### config.mk
export PLATFORM = sky130hd
export DESIGN_NAME = stfl_ctrl
export DESIGN_NICKNAME = d
export VERILOG_FILES = /design/src/hdl/stfl_pkg.sv /design/src/hdl/stfl_ctrl.sv
export SDC_FILE = /design/constraint.sdc
export NUM_CORES = 1
export LEC_CHECK = 0
export ABC_AREA = 1
export BUFFER_PORTS_ARGS = -buffer_cell sky130_fd_sc_hd__clkbuf_2
export CORE_UTILIZATION = 55
export CTS_CLUSTER_DIAMETER = 30
export CTS_CLUSTER_SIZE = 20
export DETAILED_ROUTE_END_ITERATION = 7
export PLACE_DENSITY = 0.77
export SYNTH_ARGS = -nofsm -noshare
export SYNTH_HDL_FRONTEND = slang
export SYNTH_SLANG_ARGS = --single-unit
### constraint.sdc
create_clock -name clk -period 4.2 [get_ports clk]
set_input_delay 0.84 -clock clk [delete_from_list [all_inputs] [get_ports clk]]
set_output_delay 0.84 -clock clk [all_outputs]
set_load 0.02 [all_outputs]
### src/hdl/stfl_pkg.sv
// ----------------------------------------------------------------------------
// stfl_pkg
// Shared types and constants of the sorted table floor lookup unit.
// ----------------------------------------------------------------------------
package stfl_pkg;

	localparam int TABLE_DEPTH = 4096;
	localparam int IDX_W       = $clog2(TABLE_DEPTH);
	localparam int CNT_W       = IDX_W + 1;
	localparam int ADDR_W      = 32;
	localparam int ID_W        = 16;

	localparam logic [CNT_W-1:0] DEPTH_CNT = CNT_W'(TABLE_DEPTH);

	// operation codes carried on the input tuser
	localparam logic OP_INSERT = 1'b0;
	localparam logic OP_LOOKUP = 1'b1;

	// one table entry, address in the low bits
	typedef struct packed {
		logic [ID_W-1:0]   id;
		logic [ADDR_W-1:0] addr;
	} entry_t;

	// table memory access: one write port and one read port per cycle
	typedef struct packed {
		logic             we;
		logic [IDX_W-1:0] waddr;
		entry_t           wdata;
		logic             re;
		logic [IDX_W-1:0] raddr;
	} mem_req_t;

	typedef struct packed {
		logic              table_full;
		logic              found;
		logic [ID_W-1:0]   result_id;
		logic [ADDR_W-1:0] base_address;
	} res_t;

endpackage

### src/hdl/stfl_ctrl.sv
// ----------------------------------------------------------------------------
// stfl_ctrl
// Sequencer: binary search, insert shift and result build over the table.
// ----------------------------------------------------------------------------
module stfl_ctrl (
	input  logic                         clk,
	input  logic                         arst_n,
	input  logic                         in_valid,
	output logic                         in_ready,
	input  logic                         in_op,
	input  logic [stfl_pkg::ADDR_W-1:0]  in_address,
	input  logic [stfl_pkg::ID_W-1:0]    in_entry_id,
	output logic                         res_valid,
	input  logic                         res_ready,
	output stfl_pkg::res_t               res,
	output stfl_pkg::mem_req_t           mem_req,
	input  stfl_pkg::entry_t             rd_data
);

	typedef enum logic [7:0] {
		ST_IDLE     = 8'b0000_0001,
		ST_SRCH_RD  = 8'b0000_0010,
		ST_SRCH_CMP = 8'b0000_0100,
		ST_SHIFT    = 8'b0000_1000,
		ST_WRITE    = 8'b0001_0000,
		ST_FETCH    = 8'b0010_0000,
		ST_RESP     = 8'b0100_0000,
		ST_SPARE    = 8'b1000_0000
	} state_t;

	state_t                          state_q;
	logic [stfl_pkg::CNT_W-1:0]      cnt_q;
	logic [stfl_pkg::CNT_W-1:0]      lo_q;
	logic [stfl_pkg::CNT_W-1:0]      hi_q;
	logic [stfl_pkg::CNT_W-1:0]      mid_q;
	logic [stfl_pkg::CNT_W-1:0]      idx_q;
	logic [stfl_pkg::CNT_W-1:0]      widx_q;
	logic                            pend_q;
	logic                            op_q;
	logic [stfl_pkg::ADDR_W-1:0]     key_q;
	logic [stfl_pkg::ID_W-1:0]       id_q;
	stfl_pkg::res_t                  res_q;
	logic [stfl_pkg::CNT_W-1:0]      mid;
	logic [stfl_pkg::CNT_W-1:0]      lo_m1;
	logic [stfl_pkg::CNT_W-1:0]      idx_m1;

	assign mid    = lo_q + ((hi_q - lo_q) >> 1);
	assign lo_m1  = lo_q - 1'b1;
	assign idx_m1 = idx_q - 1'b1;

	assign in_ready  = (state_q == ST_IDLE);
	assign res_valid = (state_q == ST_RESP);
	assign res       = res_q;

	always_comb begin
		mem_req = '0;
		unique case (state_q)
			ST_SRCH_RD: begin
				if (lo_q < hi_q) begin
					mem_req.re    = 1'b1;
					mem_req.raddr = mid[stfl_pkg::IDX_W-1:0];
				end else if (op_q == stfl_pkg::OP_LOOKUP && lo_q != '0) begin
					mem_req.re    = 1'b1;
					mem_req.raddr = lo_m1[stfl_pkg::IDX_W-1:0];
				end
			end
			ST_SHIFT: begin
				// write the entry read last cycle one slot up, read the next one
				mem_req.we    = pend_q;
				mem_req.waddr = widx_q[stfl_pkg::IDX_W-1:0];
				mem_req.wdata = rd_data;
				if (idx_q > lo_q) begin
					mem_req.re    = 1'b1;
					mem_req.raddr = idx_m1[stfl_pkg::IDX_W-1:0];
				end
			end
			ST_WRITE: begin
				mem_req.we         = 1'b1;
				mem_req.waddr      = lo_q[stfl_pkg::IDX_W-1:0];
				mem_req.wdata.addr = key_q;
				mem_req.wdata.id   = id_q;
			end
			default: begin
				mem_req = '0;
			end
		endcase
	end

	always_ff @(posedge clk or negedge arst_n) begin
		if (!arst_n) begin
			state_q <= ST_IDLE;
			cnt_q   <= '0;
			lo_q    <= '0;
			hi_q    <= '0;
			mid_q   <= '0;
			idx_q   <= '0;
			widx_q  <= '0;
			pend_q  <= 1'b0;
			res_q   <= '0;
		end else begin
			unique case (state_q)
				ST_IDLE: begin
					if (in_valid) begin
						if (in_op == stfl_pkg::OP_INSERT && cnt_q == stfl_pkg::DEPTH_CNT) begin
							res_q   <= '{table_full: 1'b1, found: 1'b0,
								result_id: '0, base_address: '0};
							state_q <= ST_RESP;
						end else begin
							lo_q    <= '0;
							hi_q    <= cnt_q;
							state_q <= ST_SRCH_RD;
						end
					end
				end
				ST_SRCH_RD: begin
					if (lo_q < hi_q) begin
						mid_q   <= mid;
						state_q <= ST_SRCH_CMP;
					end else if (op_q == stfl_pkg::OP_INSERT) begin
						idx_q   <= cnt_q;
						pend_q  <= 1'b0;
						state_q <= ST_SHIFT;
					end else if (lo_q == '0) begin
						res_q   <= '0;
						state_q <= ST_RESP;
					end else begin
						state_q <= ST_FETCH;
					end
				end
				ST_SRCH_CMP: begin
					if (rd_data.addr <= key_q) begin
						lo_q <= mid_q + 1'b1;
					end else begin
						hi_q <= mid_q;
					end
					state_q <= ST_SRCH_RD;
				end
				ST_SHIFT: begin
					if (idx_q > lo_q) begin
						pend_q <= 1'b1;
						widx_q <= idx_q;
						idx_q  <= idx_m1;
					end else begin
						pend_q  <= 1'b0;
						state_q <= ST_WRITE;
					end
				end
				ST_WRITE: begin
					cnt_q   <= cnt_q + 1'b1;
					res_q   <= '0;
					state_q <= ST_RESP;
				end
				ST_FETCH: begin
					res_q.table_full   <= 1'b0;
					res_q.found        <= 1'b1;
					res_q.base_address <= rd_data.addr;
					res_q.result_id    <= rd_data.id;
					state_q            <= ST_RESP;
				end
				ST_RESP: begin
					if (res_ready) begin
						state_q <= ST_IDLE;
					end
				end
				default: begin
					state_q <= ST_IDLE;
				end
			endcase
		end
	end

	// item fields held for the whole operation
	always_ff @(posedge clk) begin
		if (in_valid && in_ready) begin
			op_q  <= in_op;
			key_q <= in_address;
			id_q  <= in_entry_id;
		end
	end

`ifndef SYNTHESIS
	a_cnt_bound: assert property (@(posedge clk) disable iff (!arst_n)
		cnt_q <= stfl_pkg::DEPTH_CNT)
		else $error("entry count above table depth");

	a_search_window: assert property (@(posedge clk) disable iff (!arst_n)
		state_q == ST_SRCH_CMP |=> lo_q <= hi_q && hi_q <= cnt_q)
		else $error("search window out of order");

	a_no_rw_overlap: assert property (@(posedge clk) disable iff (!arst_n)
		mem_req.we && mem_req.re |-> mem_req.waddr != mem_req.raddr)
		else $error("shift reads the entry it writes");

	a_write_room: assert property (@(posedge clk) disable iff (!arst_n)
		state_q == ST_WRITE |-> cnt_q < stfl_pkg::DEPTH_CNT && op_q == stfl_pkg::OP_INSERT)
		else $error("insert write into a full table");
`endif

endmodule

**Yosys cells after proc, flatten, opt, wreduce, memory -nomap -nowiden**

Index checks and enable logic that the tools add are counted.

- Register bits after elaboration: 185
- Latch bits: 0
- RAM bits: 0
- Bits in read-only memories: 0
- Input port bits: 101
- Output and inout bits: 126
- Memories: 0

- Add/sub/neg operators: 6
- Multiply operators: 0
- Div/mod/pow operators: 0
- Magnitude comparators: 3
- Eq/ne operators: 20
- Shift operators: 0
- Muxes and demuxes: 35
- Bitwise gates (word level): 1
- Reduce and logical (&&, ||, !) cells: 17

Operators with widths:

| kind | count |
|---|---|
| 2-to-1 mux 50 bit | 5 |
| case mux 50 bit (4 select lines) | 1 |
| 2-to-1 mux 13 bit | 12 |
| case mux 61 bit (2 select lines) | 1 |
| case mux 13 bit (2 select lines) | 4 |
| case mux 8 bit (6 select lines) | 1 |
| less-or-equal comparator 32 bit | 1 |
| 2-to-1 mux 7 bit | 4 |
| adder 13 x 1 -> 13 bit, second input constant | 2 |
| 2-to-1 mux 8 bit | 3 |
| != test 2 bit, second input constant | 10 |
| adder 13 x 12 -> 13 bit | 1 |
| == test 13 bit, second input constant | 1 |
| greater-than comparator 13 bit | 1 |
| zero test 13 bit | 1 |
| < comparator 13 bit | 1 |
| nonzero test 13 bit | 1 |
| subtractor 13 x 1 -> 13 bit, second input constant | 1 |
| subtractor 13 bit | 1 |
| AND reduction 4 bit | 3 |
| subtractor 12 x 1 -> 12 bit, second input constant | 1 |
| == test 8 x 1 -> 1 bit, second input constant | 1 |
| == test 8 x 2 -> 1 bit, second input constant | 1 |
| == test 8 x 3 -> 1 bit, second input constant | 1 |
| other kinds (15) | 23 |

**Logic depth before layout (Yosys ltp)**

- Depth in word-level cells: 5
- Depth in mapped cells: 21

**Least setup slack after synthesis**

OpenSTA, ideal clock, no wires.

- Path type: register to output
- Start: register lo_q[0] in the netlist's numbering
- End: output mem_req[10] in the netlist's numbering
- Arrival: 3.160 ns
- Required time: 3.360 ns
- Slack: 0.200 ns
- Cell stages (with the launch flop): 16
- Path buffers: 0
- Cell sequence: dfrtp_1 ha_1 fa_1 o21ai_0 inv_1 o21ai_0 a31oi_1 xnor2_1 ha_1 inv_1 o21bai_1 a21oi_1 nand3_1 or2_2 nand3_1 o211ai_1

RTL lines:

| what | line | source |
|---|---|---|
| from (decl) | stfl_ctrl.sv:33 | `logic [stfl_pkg::CNT_W-1:0] lo_q;` |
| from (signal assigned) | stfl_ctrl.sv:132 | `lo_q <= mid_q + 1'b1;` |
| to (decl) | stfl_ctrl.sv:16 | `output stfl_pkg::mem_req_t mem_req,` |

==> impl_metrics.env <==
export IMPL_status="complete, no violations"
export IMPL_rr_startpoint="lo_q[0]"
export IMPL_power_frac_comb=0.406
export IMPL_reg2regPathDepth=12
export IMPL_vias=10192
export IMPL_syn_instance_count=1327
export IMPL_path_clk_slew_ns=0.07
export IMPL_drtIter0Drc=832
export IMPL_n_antenna_cell=0
export IMPL_skew_ns=0.0136
export IMPL_vias_per_cell=5.50
export IMPL_grt_pass1_wl_um=52800
export IMPL_cts_max_level=4
export IMPL_antenna_found_initial=1
export IMPL_worstSetupPathType="reg -> out"
export IMPL_power_switching_mw=3.01
export IMPL_drt_total_wl_um=33800
export IMPL_ys_types=46
export IMPL_numClockSinks=184
export IMPL_final_area_mm2=0.0134
export IMPL_synthFlopType="dfrtp_1"
export IMPL_coreArea_mm2=0.0195
export IMPL_die_h_um=143
export IMPL_irDropWorstVdd_mv=0.348
export IMPL_cts_tree="done"
export IMPL_gp_congestion=0.990
export IMPL_crit_path_end_kind="primary output"
export IMPL_swShare=0.423
export IMPL_slew_viol_final=0
export IMPL_placed_area_mm2=0.0124
export IMPL_grt_ovfl_total=0
export IMPL_cts_buffers=17
export IMPL_clockBufferDepth=2
export IMPL_finalSetupViolations=0
export IMPL_tightest_slew_ns=0.842
export IMPL_ys_warn_count=0
export IMPL_area_growth_pct=22.4
export IMPL_yosysMostFrequentCell="nand2_1"
export IMPL_first_pass_iters=5
export IMPL_start_util=0.561
export IMPL_drc=0
export IMPL_nets=1755
export IMPL_cp_arrival_ns=3.34
export IMPL_power_density_mw_per_mm2=533
export IMPL_dpl_hpwl_um=25500
export IMPL_synth_top_area_share=0.307
export IMPL_wire_per_inst_um=18.2
export IMPL_period_needed_ns=4.18
export IMPL_worstHoldPathType="in -> async"
export IMPL_synth_fp_nets=1506
export IMPL_required_ns=3.36
export IMPL_clk_latency_ns=0.44
export IMPL_drv_cap=0
export IMPL_power_frac_seq=0.370
export IMPL_synth_edf_count=49
export IMPL_netlist_top_cell_by_area="dfrtp_1"
export IMPL_leakage_nw=6.88
export IMPL_rsz0062_at_grt="true"
export IMPL_die_x_um=143
export IMPL_grt_pass1_vias=9984
export IMPL_async_flop_share=0.734
export IMPL_hold_violations=0
export IMPL_cp_endpoint="mem_req[10]"
export IMPL_synth_area_leaders="dfrtp_1 31%, edfxtp_1 13%, nand2_1 11%"
export IMPL_ios=227
export IMPL_avgSynthCellArea_um2=8.23
export IMPL_grt_use_total=0.345
export IMPL_crit_path_start_kind="flip-flop"
export IMPL_tns_ns=0
export IMPL_nFillCells=1621
export IMPL_path_max_fanout=3
export IMPL_fmax_ghz=0.239
export IMPL_ys_seq_area_frac=0.444
export IMPL_yosys_top_cells_count="328 x nand2_1, 174 x inv_1, 134 x dfrtp_1"
export IMPL_grt_max_degree=83
export IMPL_rows=51
export IMPL_slew_headroom=0.438
export IMPL_syn_cell_area_mm2=0.0109
export IMPL_crit_start="lo_q[0]"
export IMPL_cts_root_buf="clkbuf_16"
export IMPL_die_area_mm2=0.0204
export IMPL_ant_nets=0
export IMPL_numPortBuffers=226
export IMPL_ys_ff_latch=184
export IMPL_drive_gt1_frac=0.243
export IMPL_power_mw=7.12
export IMPL_clockPowerShare=0.224
export IMPL_r2r_end="res[23]"
export IMPL_p_int_mw=4.11
export IMPL_rrSetupSlack_ns=0.95
export IMPL_fin_crit_sh=0.994
==> cell type report <==
class | count | area, µm² | share of cell area
sequential | 184 | 4850 | 0.363
tap | 265 | 332 | 0.0248
inverter | 185 | 696 | 0.0521
timing repair buffer | 272 | 1520 | 0.114
multi-input combinational | 916 | 5390 | 0.403
clock inverter | 13 | 134 | 0.0100
clock buffer | 19 | 443 | 0.0331
==> flip-flops by register name (all words and copies together) (netlist names) <==
| name | cells |
|---|---|
| id_q | 16 |
| key_q | 32 |
| cnt_q | 13 |
| state_q | 7 |
| res | 50 |
| mid_q | 13 |
| op_q | 1 |
| widx_q | 12 |
| pend_q | 1 |
| lo_q | 13 |
| idx_q | 13 |
| hi_q | 13 |
==> what timing repair did <==
action                     CTS  global route
hold buffers                 0             0
pin swaps                   20            18
resized for setup           29            43
setup endpoints to repair    8             8
setup buffers                9             3
==> worst min path at each step <==
stage                           end  slack [ns]
after floorplan           cnt_q[10]        0.44
after global placement    widx_q[2]        0.46
after detailed placement  cnt_q[10]        0.46
after CTS                 cnt_q[10]        0.47
after global routing      cnt_q[10]        0.48
final                     widx_q[2]        0.46
==> placed cells by master, fill, tap and decap left out, types with 15 or more instances in the layout <==
cell type / instances
edfxtp_1: 49
nand2_1: 322
inv_1: 169
o21ai_1: 49
inv_2: 15
dfrtp_1: 133
clkbuf_16: 17
o22ai_1: 31
buf_4: 47
o21ai_0: 115
nand3_1: 68
nor2_1: 60
ha_1: 68
clkbuf_2: 220
xor2_1: 35
nand4_1: 17
a21oi_1: 32
==> layer usage <==
metal / up-vias / track usage / routed length, µm
met2: 446 / 0.566 / 15800
li1: 4888 / - / -
met1: 4784 / 0.439 / 14000
met3: 74 / 0.0651 / 2510
met4: 0 / 0.169 / 1500
met5: - / 0 / 0
==> per-stage QoR <==
step	utilization	std cells	hold slack [ns]	worst slack, ns
final	0.687	1854	0.458	0.0232
after global routing	0.687	1854	0.483	-0.152
after CTS	0.678	1851	0.472	-0.0520
after detailed placement	0.638	1810	0.458	0.0528
after global placement	0.638	1810	0.455	0.0970
after floorplan	-	1327	0.442	0.200
==> critical path: stages, from the launching register on <==
cell	delay, ns
dfrtp_1	0.39
ha_2	0.19
fa_2	0.38
o21ai_4	0.19
inv_1	0.07
o21ai_2	0.12
buf_6	0.12
a31oi_4	0.07
xnor2_2	0.16
ha_4	0.29
nand2_1	0.06
nor2_1	0.15
nand3_1	0.12
nand3_2	0.11
buf_4	0.12
nand2_2	0.04
nand3_2	0.08
o211ai_1	0.09
buf_4	0.16
==> power by group through the flow <==
stage / combinational, mW / clock (mW) / sequential, mW
after floorplan: 1.60 / 0 / 2.91
after global placement: 2.75 / 0 / 2.65
after detailed placement: 2.79 / 0 / 2.66
after CTS: 2.83 / 1.61 / 2.63
after global routing: 3.18 / 1.67 / 2.69
final: 2.89 / 1.59 / 2.64
==> cells by family after synthesis <==
logic type                 after synthesis  synth area share
AOI/OAI and AO/OA                      264             0.130
xor gates and xnor gates                45            0.0361
adders and majority gates               78            0.0907
buffers and inverters                  227            0.0867
DFF                                    184             0.444
and+or+nand+nor                        529             0.212
Note: power is estimated with default switching activity, not from simulation.
